**src/hw/rtl/rdc_pkg.sv**
```systemverilog
// Shared constants, types and helper functions of the radix digit converter.
package rdc_pkg;

	// Default width of the value word.
	localparam int VALUE_BITS_DEF = 31;

	// Field widths.
	localparam int RADIX_W = 5;
	localparam int DIGIT_W = 4;
	localparam int CHAR_W = 7;

	// Quotient bits the divider settles per cycle.
	localparam int STEP_BITS = 8;

	// Legal radix range; other codes saturate to the nearer bound.
	localparam logic [RADIX_W-1:0] RADIX_MIN = 5'd2;
	localparam logic [RADIX_W-1:0] RADIX_MAX = 5'd16;

	// ASCII codes of the digit alphabet.
	localparam logic [CHAR_W-1:0] CHAR_ZERO = 7'd48;
	localparam logic [CHAR_W-1:0] CHAR_A = 7'd65;
	localparam logic [DIGIT_W-1:0] DIGIT_TEN = 4'd10;
	localparam logic [DIGIT_W-1:0] DIGIT_FIVE = 4'd5;
	localparam logic [DIGIT_W-1:0] DIGIT_NINE = 4'd9;

	// Header of a queued job: valid flag and the already saturated radix.
	typedef struct packed {
		logic               valid;
		logic [RADIX_W-1:0] radix;
	} job_hdr_t;

	// Clamp a radix code into the legal range.
	function automatic logic [RADIX_W-1:0] sat_radix(input logic [RADIX_W-1:0] r);
		logic [RADIX_W-1:0] s;
		if (r < RADIX_MIN) begin
			s = RADIX_MIN;
		end else if (r > RADIX_MAX) begin
			s = RADIX_MAX;
		end else begin
			s = r;
		end
		return s;
	endfunction

	// Map a digit to its ASCII character, 0-9 then A-F.
	function automatic logic [CHAR_W-1:0] digit_to_ascii(input logic [DIGIT_W-1:0] d);
		logic [CHAR_W-1:0] c;
		if (d < DIGIT_TEN) begin
			c = CHAR_ZERO + {{(CHAR_W-DIGIT_W){1'b0}}, d};
		end else begin
			c = CHAR_A + {{(CHAR_W-DIGIT_W){1'b0}}, d - DIGIT_TEN};
		end
		return c;
	endfunction

endpackage

```
**src/hw/rtl/rdc_front.sv**
```systemverilog
// Front end: accepts words, saturates the radix and queues jobs for the back end.
module rdc_front #(
	parameter int VALUE_BITS = rdc_pkg::VALUE_BITS_DEF
) (
	input  logic                         clk,
	input  logic                         arst_n,
	input  logic                         push,
	output logic                         full,
	input  logic [VALUE_BITS-1:0]        value,
	input  logic [rdc_pkg::RADIX_W-1:0]  radix,
	output rdc_pkg::job_hdr_t            job_hdr,
	output logic [VALUE_BITS-1:0]        job_value,
	input  logic                         job_take
);

	localparam logic [1:0] QUEUE_DEPTH = 2'd2;

	logic [VALUE_BITS-1:0]       val_q [2];
	logic [rdc_pkg::RADIX_W-1:0] rad_q [2];
	logic                        wr_ptr_q;
	logic                        rd_ptr_q;
	logic [1:0]                  cnt_q;
	logic                        accept;
	logic                        take;

	// Handshake on both sides of the job queue.
	assign full   = (cnt_q == QUEUE_DEPTH);
	assign accept = push && !full;
	assign take   = job_take && (cnt_q != 2'd0);

	// Head of the queue toward the back end.
	assign job_hdr.valid = (cnt_q != 2'd0);
	assign job_hdr.radix = rad_q[rd_ptr_q];
	assign job_value     = val_q[rd_ptr_q];

	// Queue storage; the radix is stored already clamped.
	always_ff @(posedge clk) begin
		if (accept) begin
			val_q[wr_ptr_q] <= value;
			rad_q[wr_ptr_q] <= rdc_pkg::sat_radix(radix);
		end
	end

	// Queue pointers and fill count.
	always_ff @(posedge clk or negedge arst_n) begin
		if (!arst_n) begin
			wr_ptr_q <= 1'b0;
			rd_ptr_q <= 1'b0;
			cnt_q    <= 2'd0;
		end else begin
			if (accept) begin
				wr_ptr_q <= !wr_ptr_q;
			end
			if (take) begin
				rd_ptr_q <= !rd_ptr_q;
			end
			case ({accept, take})
				2'b10:   cnt_q <= cnt_q + 2'd1;
				2'b01:   cnt_q <= cnt_q - 2'd1;
				default: cnt_q <= cnt_q;
			endcase
		end
	end

endmodule

```
**src/hw/rtl/rdc_back.sv**
```systemverilog
// Back end: iterative divider, digit memory and most-significant-first character output.
module rdc_back #(
	parameter int VALUE_BITS = rdc_pkg::VALUE_BITS_DEF
) (
	input  logic                         clk,
	input  logic                         arst_n,
	input  rdc_pkg::job_hdr_t            job_hdr,
	input  logic [VALUE_BITS-1:0]        job_value,
	output logic                         job_take,
	output logic                         empty,
	input  logic                         pop,
	output logic [rdc_pkg::CHAR_W-1:0]   digit_char,
	output logic                         last
);

	localparam int NCHUNK = (VALUE_BITS + rdc_pkg::STEP_BITS - 1) / rdc_pkg::STEP_BITS;
	localparam int PW = NCHUNK * rdc_pkg::STEP_BITS;
	localparam int CW = $clog2(VALUE_BITS + 1);
	localparam int IW = $clog2(VALUE_BITS);
	localparam int KW = $clog2(NCHUNK + 1);
	localparam logic [KW-1:0] LAST_CHUNK = KW'(NCHUNK - 1);

	typedef enum logic [2:0] {
		ST_IDLE = 3'b001,
		ST_DIV  = 3'b010,
		ST_EMIT = 3'b100
	} state_t;

	state_t                       state_q;
	logic [KW-1:0]                chunk_q;
	logic [CW-1:0]                cnt_q;
	logic [IW-1:0]                rd_q;
	logic [PW-1:0]                sh_q;
	logic [rdc_pkg::DIGIT_W-1:0]  rem_q;
	logic [rdc_pkg::RADIX_W-1:0]  radix_q;
	logic [rdc_pkg::DIGIT_W-1:0]  digit_store [VALUE_BITS];
	logic                         rd_v_s1;
	logic [rdc_pkg::DIGIT_W-1:0]  digit_s1;
	logic                         last_s1;
	logic                         out_valid_q;
	logic [rdc_pkg::CHAR_W-1:0]   out_char_q;
	logic                         out_last_q;
	logic [PW-1:0]                sh_nx;
	logic [rdc_pkg::DIGIT_W-1:0]  rem_nx;
	logic                         start;
	logic                         digit_done;
	logic                         load2;
	logic                         adv1;

	assign job_take   = (state_q == ST_IDLE);
	assign start      = (state_q == ST_IDLE) && job_hdr.valid;
	assign digit_done = (state_q == ST_DIV) && (chunk_q == LAST_CHUNK);

	// Output pipeline: read stage feeds the output register.
	assign load2 = rd_v_s1 && (!out_valid_q || pop);
	assign adv1  = !rd_v_s1 || load2;

	assign empty      = !out_valid_q;
	assign digit_char = out_char_q;
	assign last       = out_last_q;

	// One slice of restoring division: STEP_BITS quotient bits per cycle.
	always_comb begin
		logic [rdc_pkg::RADIX_W-1:0] part;
		logic [rdc_pkg::DIGIT_W-1:0] rem;
		logic [PW-1:0]               sh;
		rem = rem_q;
		sh  = sh_q;
		for (int i = 0; i < rdc_pkg::STEP_BITS; i++) begin
			part = {rem, sh[PW-1]};
			sh   = {sh[PW-2:0], 1'b0};
			if (part >= radix_q) begin
				part  = part - radix_q;
				sh[0] = 1'b1;
			end
			rem = part[rdc_pkg::DIGIT_W-1:0];
		end
		rem_nx = rem;
		sh_nx  = sh;
	end

	// Sequencer, counters and pipeline valid flags.
	always_ff @(posedge clk or negedge arst_n) begin
		if (!arst_n) begin
			state_q     <= ST_IDLE;
			chunk_q     <= '0;
			cnt_q       <= '0;
			rd_q        <= '0;
			rd_v_s1     <= 1'b0;
			out_valid_q <= 1'b0;
		end else begin
			case (state_q)
				ST_IDLE: begin
					if (start) begin
						state_q <= ST_DIV;
						chunk_q <= '0;
						cnt_q   <= '0;
					end
				end
				ST_DIV: begin
					if (chunk_q == LAST_CHUNK) begin
						chunk_q <= '0;
						cnt_q   <= cnt_q + CW'(1);
						if (sh_nx == '0) begin
							state_q <= ST_EMIT;
							rd_q    <= cnt_q[IW-1:0];
						end
					end else begin
						chunk_q <= chunk_q + KW'(1);
					end
				end
				ST_EMIT: begin
					if (adv1) begin
						rd_q <= rd_q - IW'(1);
						if (rd_q == '0) begin
							state_q <= ST_IDLE;
						end
					end
				end
				default: state_q <= ST_IDLE;
			endcase
			if (adv1) begin
				rd_v_s1 <= (state_q == ST_EMIT);
			end
			if (load2) begin
				out_valid_q <= 1'b1;
			end else if (pop) begin
				out_valid_q <= 1'b0;
			end
		end
	end

	// Divider working registers; the remainder restarts for each digit.
	always_ff @(posedge clk) begin
		if (start) begin
			sh_q    <= PW'(job_value);
			rem_q   <= '0;
			radix_q <= job_hdr.radix;
		end else if (state_q == ST_DIV) begin
			sh_q  <= sh_nx;
			rem_q <= digit_done ? '0 : rem_nx;
		end
	end

	// Digit memory: written least significant first, read back in reverse.
	always_ff @(posedge clk) begin
		if (digit_done) begin
			digit_store[cnt_q[IW-1:0]] <= rem_nx;
		end
		if ((state_q == ST_EMIT) && adv1) begin
			digit_s1 <= digit_store[rd_q];
			last_s1  <= (rd_q == '0);
		end
	end

	// Output register holding the word on offer.
	always_ff @(posedge clk) begin
		if (load2) begin
			out_char_q <= rdc_pkg::digit_to_ascii(digit_s1);
			out_last_q <= last_s1;
		end
	end

endmodule

```
**src/hw/rtl/radix_digit_converter.sv**
```systemverilog
// Top level of the radix digit converter.
//
// Input channel: a word carries value and radix and is taken when push is high
// and full is low. Up to two words wait in a front queue while the back end works.
// A radix below 2 is treated as 2 and one above 16 as 16.
// Output channel: one word per ASCII digit, most significant first, offered
// while empty is low and taken when pop is high; last marks the final digit.
// A value of zero gives the single character '0'.
// Timing: each digit takes a full pass of the shared divider over the value,
// which settles eight quotient bits per cycle. A word is divided digit by digit
// into the digit memory, and its characters are then read back through a read stage
// and the output register, one character per cycle while pop stays high. The back end
// handles one word at a time; the next word is taken in the idle state that follows
// the read of the previous word's last digit, and only then starts dividing.
// Reset clears the queue, the sequencer and the output valid flag; the digit
// memory is not cleared. When the receiver stalls, the offered word holds and
// the back end and then the front queue fill and raise full.
module radix_digit_converter #(
	parameter int VALUE_BITS = rdc_pkg::VALUE_BITS_DEF
) (
	input  logic                         clk,
	input  logic                         arst_n,
	input  logic                         push,
	output logic                         full,
	input  logic [VALUE_BITS-1:0]        value,
	input  logic [rdc_pkg::RADIX_W-1:0]  radix,
	output logic                         empty,
	input  logic                         pop,
	output logic [rdc_pkg::CHAR_W-1:0]   digit_char,
	output logic                         last
);

	rdc_pkg::job_hdr_t      job_hdr;
	logic [VALUE_BITS-1:0]  job_value;
	logic                   job_take;

	// Front end and job queue.
	rdc_front #(
		.VALUE_BITS(VALUE_BITS)
	) u_front (
		.clk       (clk),
		.arst_n    (arst_n),
		.push      (push),
		.full      (full),
		.value     (value),
		.radix     (radix),
		.job_hdr   (job_hdr),
		.job_value (job_value),
		.job_take  (job_take)
	);

	// Divider and character output.
	rdc_back #(
		.VALUE_BITS(VALUE_BITS)
	) u_back (
		.clk        (clk),
		.arst_n     (arst_n),
		.job_hdr    (job_hdr),
		.job_value  (job_value),
		.job_take   (job_take),
		.empty      (empty),
		.pop        (pop),
		.digit_char (digit_char),
		.last       (last)
	);

endmodule

```
**config.mk**
```make
export PLATFORM = sky130hd
export DESIGN_NAME = radix_digit_converter
export DESIGN_NICKNAME = d
export VERILOG_FILES = /design/src/hw/rtl/rdc_pkg.sv /design/src/hw/rtl/rdc_front.sv /design/src/hw/rtl/rdc_back.sv /design/src/hw/rtl/radix_digit_converter.sv
export SDC_FILE = /design/constraint.sdc
export NUM_CORES = 1
export LEC_CHECK = 0
export ABC_AREA = 1
export BUFFER_PORTS_ARGS = -buffer_cell sky130_fd_sc_hd__buf_4
export CAP_MARGIN = 0
export CORE_ASPECT_RATIO = 0.5
export CORE_MARGIN = 2
export CORE_UTILIZATION = 48
export CTS_CLUSTER_DIAMETER = 30
export DETAILED_ROUTE_END_ITERATION = 7
export SYNTH_ARGS = -nofsm -noshare
export SYNTH_HDL_FRONTEND = slang
export SYNTH_HIERARCHICAL = 1
export SYNTH_SLANG_ARGS = --single-unit
export TNS_END_PERCENT = 30
```
**constraint.sdc**
```tcl
create_clock -name clk -period 15.7 [get_ports clk]
set_clock_uncertainty 0.05 [all_clocks]
set_input_delay 0 -clock clk [delete_from_list [all_inputs] [get_ports clk]]
set_output_delay 0 -clock clk [all_outputs]
set_load 0.02 [all_outputs]
```
==> impl_metrics.py <==
metrics = {
    "outcome": {
        "outcome": "finished clean",
    },
    "routing": {
        "drt_wl_total_um": 28100,
        "ant_nets": 0,
        "via_per_inst": 5.16,
        "drcViolationCount": 0,
        "routedWlPerCell_um": 16.1,
        "drt_iter0_drc": 708,
        "route.vias.total": 9012,
        "drt_first_pass_iters": 5,
    },
    "timing": {
        "slew_viol_final": 0,
        "worst_pin_slew_ns": 1.21,
        "min_period_ns": 11.14,
        "period_share": 0.710,
        "setup-tns-final_ns": 0,
        "fmax_mhz": 89.8,
        "slew_headroom": 0.190,
        "hold_viol": 0,
        "setup_viol": 0,
        "rsz0062_at_grt": "no",
        "fin_ws_ns": 4.56,
    },
    "setup_path": {
        "cp_slowest_cell": "edfxtp_1",
        "crit_type": "reg -> reg",
        "ff2ff_setup_slack_ns": 4.56,
        "reg2reg_depth": 66,
        "crit_path_frequent_cell": "nand2_1",
        "required_ns": 15.64,
        "critPathLaunch": "u_back/radix_q[1]",
        "crit_path_max_fanout": 32,
        "critPathArrivalTime_ns": 11.09,
        "rr_startpoint": "u_back/radix_q[1]",
        "cp_slowest_stage_delay_ns": 0.64,
        "cpLargestDelayFamily": "simple AND/OR/NAND/NOR gates",
        "crit_end": "u_back/digit_store[3][2]",
        "cp.depth": 66,
        "crit_path_start_kind": "flop",
        "reg2reg_to": "u_back/digit_store[3][2]",
        "critical_path_buf_inv_count": 8,
        "crit_path_end_kind": "flop",
    },
    "placed_design": {
        "pre_cts_ws_ns": 4.57,
        "hpwl_um": 18100,
        "routabilityCongestion": 0.841,
        "io_buffers": 49,
    },
    "layout": {
        "final_nets": 1464,
        "area_delta_synth_final_pct": 19.2,
        "insertedDiodeCount": 0,
        "n_fill_cell": 2269,
        "drive_gt1_frac": 0.110,
        "regArea_um2": 8010,
        "multiInputGateArea_um2": 4390,
    },
    "floorplan": {
        "core_um2": 26500,
        "die-area_um2": 28400,
        "start_util": 0.490,
        "num_io_pins": 50,
        "rows": 42,
        "die_h_um": 120,
        "dieWidth_um": 236,
    },
    "logic_synthesis": {
        "synth_fp_nets": 1366,
        "synth_edf_count": 245,
        "synth_warnings": 6,
        "synth-seq-area-share": 0.617,
        "synth_cell_type_count": 45,
        "syn_inst": 1268,
        "ys.flop_type": "edfxtp_1",
        "syn_avg_cell_area_um2": 10.2,
        "mappedNetlistArea_um2": 13000,
        "ys_seq_elements": 272,
        "synth-async-reset-ratio": 0.0809,
    },
    "clocking": {
        "h-tree-depth": 2,
        "post-cts-setup-buffers": 0,
        "cts-hold-fix-buffers": 43,
        "cts.sinks": 272,
        "clock_path_buffers": 3,
        "cts_buffers": 38,
        "cts_tree": "done",
        "clkTransAtPathRegs_ns": 0.06,
        "clk_latency_ns": 0.53,
        "postCtsResizedCells": 0,
        "cts-root-buf": "clkbuf_16",
    },
    "min_path": {
        "hold_class": "in -> reg",
    },
    "run": {
        "max-cap-violations": 0,
    },
    "global_routing": {
        "grt_pass1_wl_um": 46100,
        "grt_max_degree": 63,
        "grt_pass1_vias": 9033,
        "antenna_found_initial": 0,
        "grt.total_usage": 0.205,
        "grt-ovfl-total": 0,
    },
}
[worst min-delay path by stage]
stage | startpoint | endpoint | slack (ns) | cells past startpoint
finish | value[28] | u_front/val_q[1][28] | 0.15 | 2
global route | value[26] | u_front/val_q[1][26] | 0.13 | 2
CTS | value[28] | u_front/val_q[1][28] | 0.13 | 2
detailed placement | arst_n | u_front/wr_ptr_q | -0.13 | 1
global placement | arst_n | u_front/wr_ptr_q | -0.14 | 1
floorplan | arst_n | u_back/chunk_q[0] | -0.35 | 0
[worst register-to-register path, delay by kind of cell (launching register included)]
family | cells | cell delay, ns
AND/OR/NAND/NOR | 47 | 5.75
adder cells (fa/ha/maj) | 8 | 2.45
AO/OA/AOI/OAI | 3 | 0.86
buffers and inverters | 8 | 0.87
flip-flops | 1 | 0.64
[registers in the layout, indices dropped and copies added, names as in the netlist, 2 cells and up]
signal              count
u_back/chunk_q          3
u_back/cnt_q            5
u_back/digit_char       7
u_back/digit_s1         4
u_back/digit_store    124
u_back/radix_q          5
u_back/rd_q             5
u_back/rem_q            4
u_back/sh_q            32
u_back/state_q          3
u_front/cnt_q           2
u_front/rad_q          10
u_front/val_q          62
[logic make-up (layout without fill, tap and decap cells)]
kind of cell,Yosys count,in the layout,share of synthesized area
AO/OA/AOI/OAI,154,154,0.0684
adder cells (fa/ha/maj),58,58,0.0606
XOR/XNOR,19,19,0.0128
buffers and inverters,145,272,0.0448
flip-flops,272,272,0.617
AND/OR/NAND/NOR,620,620,0.196
[Yosys cell counts, types with 2 or more instances]
cell	n	area [µm²]
inv_1	94	353
inv_2	9	33.8
a21boi_0	4	30.0
o22ai_1	9	56.3
and2_1	5	31.3
dfrtp_1	21	526
o21a_1	2	15.0
edfxtp_1	245	7360
o21ai_1	3	15.0
o21ai_0	91	455
nor2_4	4	45.0
nand3_1	57	285
xnor2_1	5	43.8
a22o_1	2	17.5
xor2_1	14	123
o221ai_1	15	131
nand2_2	3	18.8
dfxtp_1	5	100
nand2_4	2	22.5
or2_2	7	43.8
ha_1	50	626
a21o_1	2	15.0
a21oi_1	18	90.1
buf_2	16	80.1
nor2_1	133	499
nand2_1	393	1480
nor3_2	2	20.0
nand3b_1	4	30.0
clkbuf_1	20	75.1
fa_1	8	160
o211ai_1	3	22.5
nand4_1	6	37.5
buf_4	4	30.0
[through the flow]
step | instance area [µm²] | hold WS (ns) | utilization | std cells
6_report | 15500 | 0.148 | 0.584 | 1747
5_1_grt | 15500 | 0.134 | 0.584 | 1747
4_1_cts | 15500 | 0.126 | 0.584 | 1747
3_5_place_dp | 13700 | -0.135 | 0.516 | 1635
3_3_place_gp | 13700 | -0.144 | 0.516 | 1635
2_1_floorplan | 13000 | -0.346 | - | 1268
[placed cells by master, fill, tap and decap left out, drive strengths merged, types with 6 or more instances in the layout]
cell type	count
ha	50
and2	6
inv	108
nand3	57
nand4	6
o21ai	94
o221ai	15
bufinv	8
o22ai	9
clkbuf	46
xor2	14
fa	8
a21oi	19
dlygate4sd3	43
nor2	138
dfrtp	21
clkinv	8
or2	7
edfxtp	245
nand2	398
buf	57
[area by class of cell]
class	instances	share of cell area
inverters	103	0.0250
clock buffers	46	0.0655
well taps	352	0.0285
clock inverters	23	0.0234
flip-flops and latches	272	0.518
multi-input cells	851	0.284
repair buffers	100	0.0555
[per-layer routing]
layer / global-route usage / up-vias / share of wire
met4: 0.0534 / 0 / 0.015
met3: 0.0374 / 34 / 0.056
li1: - / 4487 / -
met5: 0 / - / 0
met1: 0.277 / 4270 / 0.45
met2: 0.345 / 221 / 0.48
Power is left out: the tool's default activity adds up to more than one toggle a clock period on the data nets, which glitch-free logic cannot reach.
